===== config.mk =====
export PLATFORM = sky130hd
export DESIGN_NAME = gbe_ctrl
export DESIGN_NICKNAME = d
export VERILOG_FILES = /design/src/rtl/core/gbe_pkg.sv /design/src/rtl/core/gbe_ctrl.sv
export SDC_FILE = /design/constraint.sdc
export NUM_CORES = 1
export LEC_CHECK = 0
export ABC_AREA = 1
export CAP_MARGIN = 20
export CORE_UTILIZATION = 32
export DETAILED_ROUTE_END_ITERATION = 12
export DONT_BUFFER_PORTS = 1
export GPL_TIMING_DRIVEN = 0
export HOLD_SLACK_MARGIN = 0.03
export PLACE_DENSITY_LB_ADDON = 0.15
export SYNTH_ARGS = -nofsm -noshare
export SYNTH_HDL_FRONTEND = slang
export SYNTH_SLANG_ARGS = --single-unit
export TNS_END_PERCENT = 1

===== constraint.sdc =====
create_clock -name clk -period 8.9 [get_ports clk]
set_input_delay 0.89 -clock clk [delete_from_list [all_inputs] [get_ports clk]]
set_output_delay 0.89 -clock clk [all_outputs]
set_load 0.005 [all_outputs]

===== src/rtl/core/gbe_pkg.sv =====
// Package for the gap buffer editor: opcode and status codes, the FSM
// state type and the memory control struct shared by the core modules.
// No dependencies.
package gbe_pkg;

    typedef enum logic [2:0] {
        OP_INSERT = 3'd0,
        OP_MOVE   = 3'd1,
        OP_ERASE  = 3'd2,
        OP_READ   = 3'd3,
        OP_CLEAR  = 3'd4
    } opcode_t;

    typedef enum logic [1:0] {
        ST_OK    = 2'd0,
        ST_RANGE = 2'd1,
        ST_FULL  = 2'd2
    } status_t;

    typedef enum logic [2:0] {
        S_IDLE,
        S_COPY,
        S_DRAIN,
        S_READ,
        S_RESULT
    } state_t;

    typedef struct packed {
        logic wr_en;
        logic rd_en;
    } mem_ctl_t;

    localparam int AMOUNT_W = 11;
    localparam int FIELD_W  = 10;

endpackage


===== src/rtl/core/gbe_ctrl.sv =====
// Sequencer of the gap buffer editor: gap pointers, operation decode,
// the copy loop that carries bytes across the gap, and the result register.
// Depends on gbe_pkg; drives the ports of gbe_text_ram.
module gbe_ctrl #(
    parameter int CAPACITY = 1024,
    parameter int AW       = $clog2(CAPACITY)
) (
    input  logic                  clk,
    input  logic                  rst_n,
    input  logic                  item_valid,
    output logic                  item_ready,
    input  logic [2:0]            opcode,
    input  logic [7:0]            insert_byte,
    input  logic signed [10:0]    amount,
    input  logic [9:0]            position,
    output logic                  result_valid,
    input  logic                  result_ready,
    output logic [1:0]            status,
    output logic [7:0]            read_byte,
    output logic [9:0]            cursor,
    output logic [9:0]            text_length,
    output gbe_pkg::mem_ctl_t     mem_ctl,
    output logic [AW-1:0]         waddr,
    output logic [7:0]            wdata,
    output logic [AW-1:0]         raddr,
    input  logic [7:0]            rdata
);
    import gbe_pkg::*;

    // Wide enough for pointer plus amount magnitude without overflow.
    localparam int XW = (AW > AMOUNT_W) ? AW + 1 : AMOUNT_W + 1;
    // Wide enough to hold a pointer or a ten-bit field before masking.
    localparam int OW = (AW > FIELD_W) ? AW : FIELD_W;
    localparam logic [AW-1:0] TOP = AW'(CAPACITY - 1);
    localparam logic [XW-1:0] CAP_X = XW'(CAPACITY);

    state_t state_reg, state_next;

    logic [AW-1:0] hs_reg, hs_next;
    logic [AW-1:0] he_reg, he_next;
    logic [AMOUNT_W:0] cnt_reg, cnt_next;
    logic [AW-1:0] rd_ptr_reg, rd_ptr_next;
    logic [AW-1:0] wr_ptr_reg, wr_ptr_next;
    logic          fwd_reg, fwd_next;
    logic          wr_pend_reg, wr_pend_next;
    logic          result_valid_reg, result_valid_next;

    status_t       pend_status_reg, pend_status_next;
    logic [7:0]    pend_byte_reg, pend_byte_next;
    status_t       status_reg, status_next;
    logic [7:0]    read_byte_reg, read_byte_next;
    logic [9:0]    cursor_reg, cursor_next;
    logic [9:0]    text_length_reg, text_length_next;

    // Decode of the offered item against the current gap.
    logic          accept;
    logic          neg;
    logic          forward;
    logic [AMOUNT_W:0] mag12;
    logic [XW-1:0] mag_x;
    logic [XW-1:0] hs_x;
    logic [XW-1:0] fwd_target;
    logic          fwd_bad;
    logic          bwd_bad;
    logic          gap_ok;
    logic [AW-1:0] tlen;
    logic          read_bad;
    logic [AW-1:0] read_addr;
    logic          move_go;
    logic          read_go;
    logic          load_result;

    assign accept  = item_valid && (state_reg == S_IDLE);
    assign neg     = amount[AMOUNT_W-1];
    assign forward = (amount != '0) && !neg;
    assign mag12   = neg ? ((AMOUNT_W+1)'(2 ** AMOUNT_W) - {1'b0, amount})
                         : {1'b0, amount};
    assign mag_x   = XW'(mag12);
    assign hs_x    = XW'(hs_reg);
    assign fwd_target = XW'(he_reg) + mag_x;
    assign fwd_bad = fwd_target >= CAP_X;
    assign bwd_bad = mag_x > hs_x;
    assign gap_ok  = he_reg > hs_reg;
    assign tlen    = TOP - (he_reg - hs_reg);
    assign read_bad = XW'(position) >= XW'(tlen);
    assign read_addr = (XW'(position) < hs_x)
                     ? AW'(XW'(position))
                     : AW'(XW'(position)) - hs_reg + he_reg + AW'(1);
    assign move_go = (opcode == OP_MOVE) && (mag12 != '0)
                   && (forward ? !fwd_bad : !bwd_bad);
    assign read_go = (opcode == OP_READ) && !read_bad;
    assign load_result = (state_reg == S_RESULT) && (!result_valid_reg || result_ready);

    // Next state.
    always_comb
    begin
        state_next = state_reg;
        case (state_reg)
            S_IDLE:
            begin
                if (accept)
                begin
                    if (move_go)
                    begin
                        state_next = S_COPY;
                    end
                    else if (read_go)
                    begin
                        state_next = S_READ;
                    end
                    else
                    begin
                        state_next = S_RESULT;
                    end
                end
            end
            S_COPY:
            begin
                if (cnt_reg == (AMOUNT_W+1)'(1))
                begin
                    state_next = S_DRAIN;
                end
            end
            S_DRAIN:  state_next = S_RESULT;
            S_READ:   state_next = S_RESULT;
            S_RESULT:
            begin
                if (load_result)
                begin
                    state_next = S_IDLE;
                end
            end
            default:  state_next = S_IDLE;
        endcase
    end

    // Datapath, memory control and result register.
    always_comb
    begin
        logic [OW-1:0] hs_w;
        logic [OW-1:0] tl_w;

        hs_next          = hs_reg;
        he_next          = he_reg;
        cnt_next         = cnt_reg;
        rd_ptr_next      = rd_ptr_reg;
        wr_ptr_next      = wr_ptr_reg;
        fwd_next         = fwd_reg;
        wr_pend_next     = (state_reg == S_COPY);
        pend_status_next = pend_status_reg;
        pend_byte_next   = pend_byte_reg;
        status_next      = status_reg;
        read_byte_next   = read_byte_reg;
        cursor_next      = cursor_reg;
        text_length_next = text_length_reg;
        result_valid_next = result_valid_reg;
        mem_ctl          = '0;
        waddr            = wr_ptr_reg;
        wdata            = rdata;
        raddr            = rd_ptr_reg;
        hs_w             = OW'(hs_reg);
        tl_w             = OW'(tlen);

        if (accept)
        begin
            pend_byte_next   = '0;
            pend_status_next = ST_OK;
            case (opcode)
                OP_INSERT:
                begin
                    if (gap_ok)
                    begin
                        mem_ctl.wr_en = 1'b1;
                        waddr         = hs_reg;
                        wdata         = insert_byte;
                        hs_next       = hs_reg + AW'(1);
                    end
                    else
                    begin
                        pend_status_next = ST_FULL;
                    end
                end
                OP_MOVE, OP_ERASE:
                begin
                    if (forward ? fwd_bad : bwd_bad)
                    begin
                        pend_status_next = ST_RANGE;
                    end
                    else if (forward)
                    begin
                        he_next = AW'(fwd_target);
                        if (opcode == OP_MOVE)
                        begin
                            hs_next     = AW'(hs_x + mag_x);
                            rd_ptr_next = he_reg + AW'(1);
                            wr_ptr_next = hs_reg;
                        end
                    end
                    else
                    begin
                        hs_next = AW'(hs_x - mag_x);
                        if (opcode == OP_MOVE)
                        begin
                            he_next     = AW'(XW'(he_reg) - mag_x);
                            rd_ptr_next = hs_reg - AW'(1);
                            wr_ptr_next = he_reg;
                        end
                    end
                    fwd_next = forward;
                    cnt_next = mag12;
                end
                OP_READ:
                begin
                    if (read_bad)
                    begin
                        pend_status_next = ST_RANGE;
                    end
                    else
                    begin
                        mem_ctl.rd_en = 1'b1;
                        raddr         = read_addr;
                    end
                end
                OP_CLEAR:
                begin
                    hs_next = '0;
                    he_next = TOP;
                end
                default:
                begin
                    pend_status_next = ST_RANGE;
                end
            endcase
        end

        // Copy loop: one read issued per cycle, its byte written back the
        // cycle after. Read and write addresses stay on opposite sides of
        // the gap, so they never meet.
        if (state_reg == S_COPY)
        begin
            mem_ctl.rd_en = 1'b1;
            raddr         = rd_ptr_reg;
            rd_ptr_next   = fwd_reg ? rd_ptr_reg + AW'(1) : rd_ptr_reg - AW'(1);
            cnt_next      = cnt_reg - (AMOUNT_W+1)'(1);
        end
        if (wr_pend_reg)
        begin
            mem_ctl.wr_en = 1'b1;
            waddr         = wr_ptr_reg;
            wdata         = rdata;
            wr_ptr_next   = fwd_reg ? wr_ptr_reg + AW'(1) : wr_ptr_reg - AW'(1);
        end

        if (state_reg == S_READ)
        begin
            pend_byte_next = rdata;
        end

        if (load_result)
        begin
            status_next       = pend_status_reg;
            read_byte_next    = pend_byte_reg;
            cursor_next       = hs_w[FIELD_W-1:0];
            text_length_next  = tl_w[FIELD_W-1:0];
            result_valid_next = 1'b1;
        end
        else if (result_ready)
        begin
            result_valid_next = 1'b0;
        end
    end

    always_ff @(posedge clk or negedge rst_n)
    begin
        if (!rst_n)
        begin
            state_reg        <= S_IDLE;
            hs_reg           <= '0;
            he_reg           <= TOP;
            wr_pend_reg      <= 1'b0;
            result_valid_reg <= 1'b0;
        end
        else
        begin
            state_reg        <= state_next;
            hs_reg           <= hs_next;
            he_reg           <= he_next;
            wr_pend_reg      <= wr_pend_next;
            result_valid_reg <= result_valid_next;
        end
    end

    always_ff @(posedge clk)
    begin
        cnt_reg         <= cnt_next;
        rd_ptr_reg      <= rd_ptr_next;
        wr_ptr_reg      <= wr_ptr_next;
        fwd_reg         <= fwd_next;
        pend_status_reg <= pend_status_next;
        pend_byte_reg   <= pend_byte_next;
        status_reg      <= status_next;
        read_byte_reg   <= read_byte_next;
        cursor_reg      <= cursor_next;
        text_length_reg <= text_length_next;
    end

    assign item_ready   = (state_reg == S_IDLE);
    assign result_valid = result_valid_reg;
    assign status       = status_reg;
    assign read_byte    = read_byte_reg;
    assign cursor       = cursor_reg;
    assign text_length  = text_length_reg;

endmodule


==> results_dict.tcl <==
set metrics [dict create \
    status "finished clean" \
    antenna_left 0 \
    cp_cell_sequence "inv_1 -> ha_1 -> nand2_1 -> o21ai_0 -> nand2_1 -> o211ai_1 -> xor2_1 -> inv_1 -> ha_1 -> nand2_1 -> nor2_1 -> o211ai_1 -> nand3_1 -> a31o_2 -> nor2_1 -> nand2_1 -> buf_2 -> o21ai_0" \
    clkTransAtPathRegs_ns 0.08 \
    cts_hold_buf 0 \
    pre_cts_slack_ns 3.20 \
    grt_pass1_vias 7889 \
    dpl_cell_area_mm2 0.0100 \
    slowest_delay_ns 0.74 \
    cp.depth 18 \
    worst_pin_slew_ns 0.753 \
    vias 8286 \
    cts_made_buffers 9 \
    cp_top_family "compound AO/OA/AOI/OAI gates" \
    syn_to_final_growth_pct 8.78 \
    clock-sinks 98 \
    setup_viol 0 \
    async_flop_share_pct 25.5 \
    htreeDepth 3 \
    crit_arrival_ns 5.18 \
    synth_xor_area_share_pct 4.51 \
    critPathBufInv 3 \
    fmax_mhz 165 \
    synthTopCellsByCount "nand2_1 (250), inv_1 (164), ha_1 (110), nor2_1 (102), a21oi_1 (90)" \
    cts_resized 0 \
    min_period_ns 6.07 \
    crit_slowest_cell "dfrtp_1" \
    hold_viol 0 \
    post_drt_wl_per_cell_um 18.9 \
    grt_pass1_wl_um 46900 \
    pin_count 106 \
    ir_worst_vdd_mv 0.123 \
    cts_root_buffer "clkbuf_16" \
    clkLatencyLatePin_ns 0.37 \
    synth_seq_area_share_pct 29.7 \
    synthMuxAreaShare_pct 0.237 \
    dr.pass1.iters 7 \
    largest_reg_flops 12 \
    core_area_mm2 0.0290 \
    die_h_um 174 \
    setup_slack_ns 2.83 \
    netlist.area_leader.share_pct 23.0 \
    syn_area_per_cell_um2 7.79 \
    yosysMostFrequentCell "nand2_1" \
    clockBufferDepth 2 \
    rsz0062_at_grt "no" \
    relSlewSlack_pct 49.1 \
    synthAdderAreaFrac_pct 17.6 \
    antenna_cells 0 \
    finalSetupTns_ns 0 \
    cp-end-kind "output pin" \
    p_total_w 0.00366 \
    syn_inst 1222 \
    port_buffers 0 \
    drt_iter0_markers 539 \
    crit_top_cell "nand2_1" \
    finalClockSkew_ns 0.00814 \
    synth_compound_area_share_pct 16.6 \
    overflow 0 \
    startpoint_type "flop" \
    start_util_pct 32.8 \
    worst-setup-path-type "flop to output pin" \
    synth-edff-count 73 \
    cts_tree "yes" \
    cellLeakagePower_nw 4.71 \
    die_x_um 174 \
    drive_gt1_share_pct 10.4 \
    r2r_end "state_reg[1]" \
    grt_max_degree 26 \
    fin_cells 1624 \
    syn_nets 1391 \
    fin_nets 1404 \
    synth_top_family_by_area "simple AND/OR/NAND/NOR gates" \
    fp-row-count 62 \
    min-delay-path-class "input port to asynchronous set/reset pin" \
    powerDensity_mw_per_mm2 353 \
    r2r_slack_ns 4.58 \
    ys_seq_elements 98 \
    synth-simple-area-share_pct 22.5 \
    drc 0 \
    post-route-period-util_pct 68.2 \
    yosys_warnings 0 \
    drv_cap 0 \
    yosysTopAreaCell "edfxtp_1" \
    gp_congestion 0.907 \
    final_max_slew_viol_count 0 \
    wl_um 30700 \
    synthTopCellsByArea "edfxtp_1 (23%), ha_1 (14%), nand2_1 (9.9%)" \
    die_area_mm2 0.0304 \
    synth_cell_types 61 \
    post-place-cells 1608 \
    grt_usage_pct 20.4 \
    path_max_fanout 10 \
    viasPerCell 5.10 \
    dp_hpwl_um 24500 \
    netlist_area_mm2 0.00952 \
    cp.required_ns 8.01 \
    fin_area_mm2 0.0104 \
    r2r-start "hs_reg[3]" \
    ys.flop_type "edfxtp_1" \
    antenna_found_initial 0 \
    post_cts_buffers 0 \
    ff2ff_path_depth 17 \
]
-- per-layer routing --
metal,track usage (%),vias up,share of wire (%)
li1,-,4125,-
met1,28.2,3942,48
met2,33.5,193,46
met3,2.65,26,3.9
met4,5.29,0,1.4
met5,0,-,0
-- metrics by stage --
step                hold slack (ns)  util, %
floorplan                     0.400        -
global placement              0.402     34.5
detailed placement            0.405     34.6
CTS                           0.193     35.7
global route                  0.184     35.7
finish                        0.205     35.7
-- worst reg2reg max path, delay by kind of cell, from the launching register on --
kind,cells,cell delay (ns)
compound gates,5,1.07
flops,1,0.74
xor+xnor,1,0.40
buf+inv,2,0.45
fa+ha+maj,2,0.79
simple gates,7,0.80
-- how the worst max path moves through the flow --
stage	from	end	slack (ns)
detailed placement	hs_reg[2]	raddr[1]	3.20
global route	hs_reg[2]	raddr[1]	2.50
global placement	hs_reg[2]	raddr[1]	3.23
floorplan	he_reg[1]	raddr[1]	4.52
finish	hs_reg[3]	raddr[1]	2.83
CTS	hs_reg[3]	raddr[1]	2.85
-- cells in the final DEF (no fill, tap or decap), types with 5 or more instances in the layout --
master,synthesis,final
xnor2_1,14,14
o21bai_1,8,8
o21ai_1,8,9
nor2_1,102,101
inv_2,5,5
dfstp_2,10,10
clkbuf_16,0,9
a31oi_1,11,11
nor3_1,15,15
clkbuf_1,9,9
dfrtp_1,15,15
nand3_1,46,46
nand2_1,250,250
xor2_1,35,35
buf_2,12,12
nand4_1,12,12
o211ai_1,10,10
o22ai_1,5,5
ha_1,110,110
fa_1,15,15
nand2_2,21,21
a21oi_1,90,90
o21ai_0,82,81
buf_6,5,6
o21a_1,11,11
o21ai_2,19,19
inv_1,164,164
edfxtp_1,73,73
-- where the power goes --
part	switching, W	leakage, nW	internal (W)
sequential	0.000240	0.983	0.000742
combinational	0.00143	3.57	0.000808
clock	0.000209	0.154	0.000227
-- kinds of logic (layout without fill, tap and decap cells) --
group | count (synthesis) | after routing
muxes | 2 | 2
adders and majority gates | 125 | 125
AOI/OAI and AO/OA | 267 | 267
and+or+nand+nor | 477 | 477
xor gates and xnor gates | 49 | 49
DFF | 98 | 98
buffers and inverters | 204 | 222
-- layout make-up --
type | instances | area (um2)
buffer | 30 | 178
clock buffer | 9 | 225
clock inverter | 7 | 91.3
fill | 3081 | 18700
inverter | 174 | 661
multi-input combinational | 920 | 5860
sequential | 98 | 2830
tap | 384 | 480
timing repair buffer | 2 | 31.3
No activity file was read; power rests on OpenSTA's default activity.
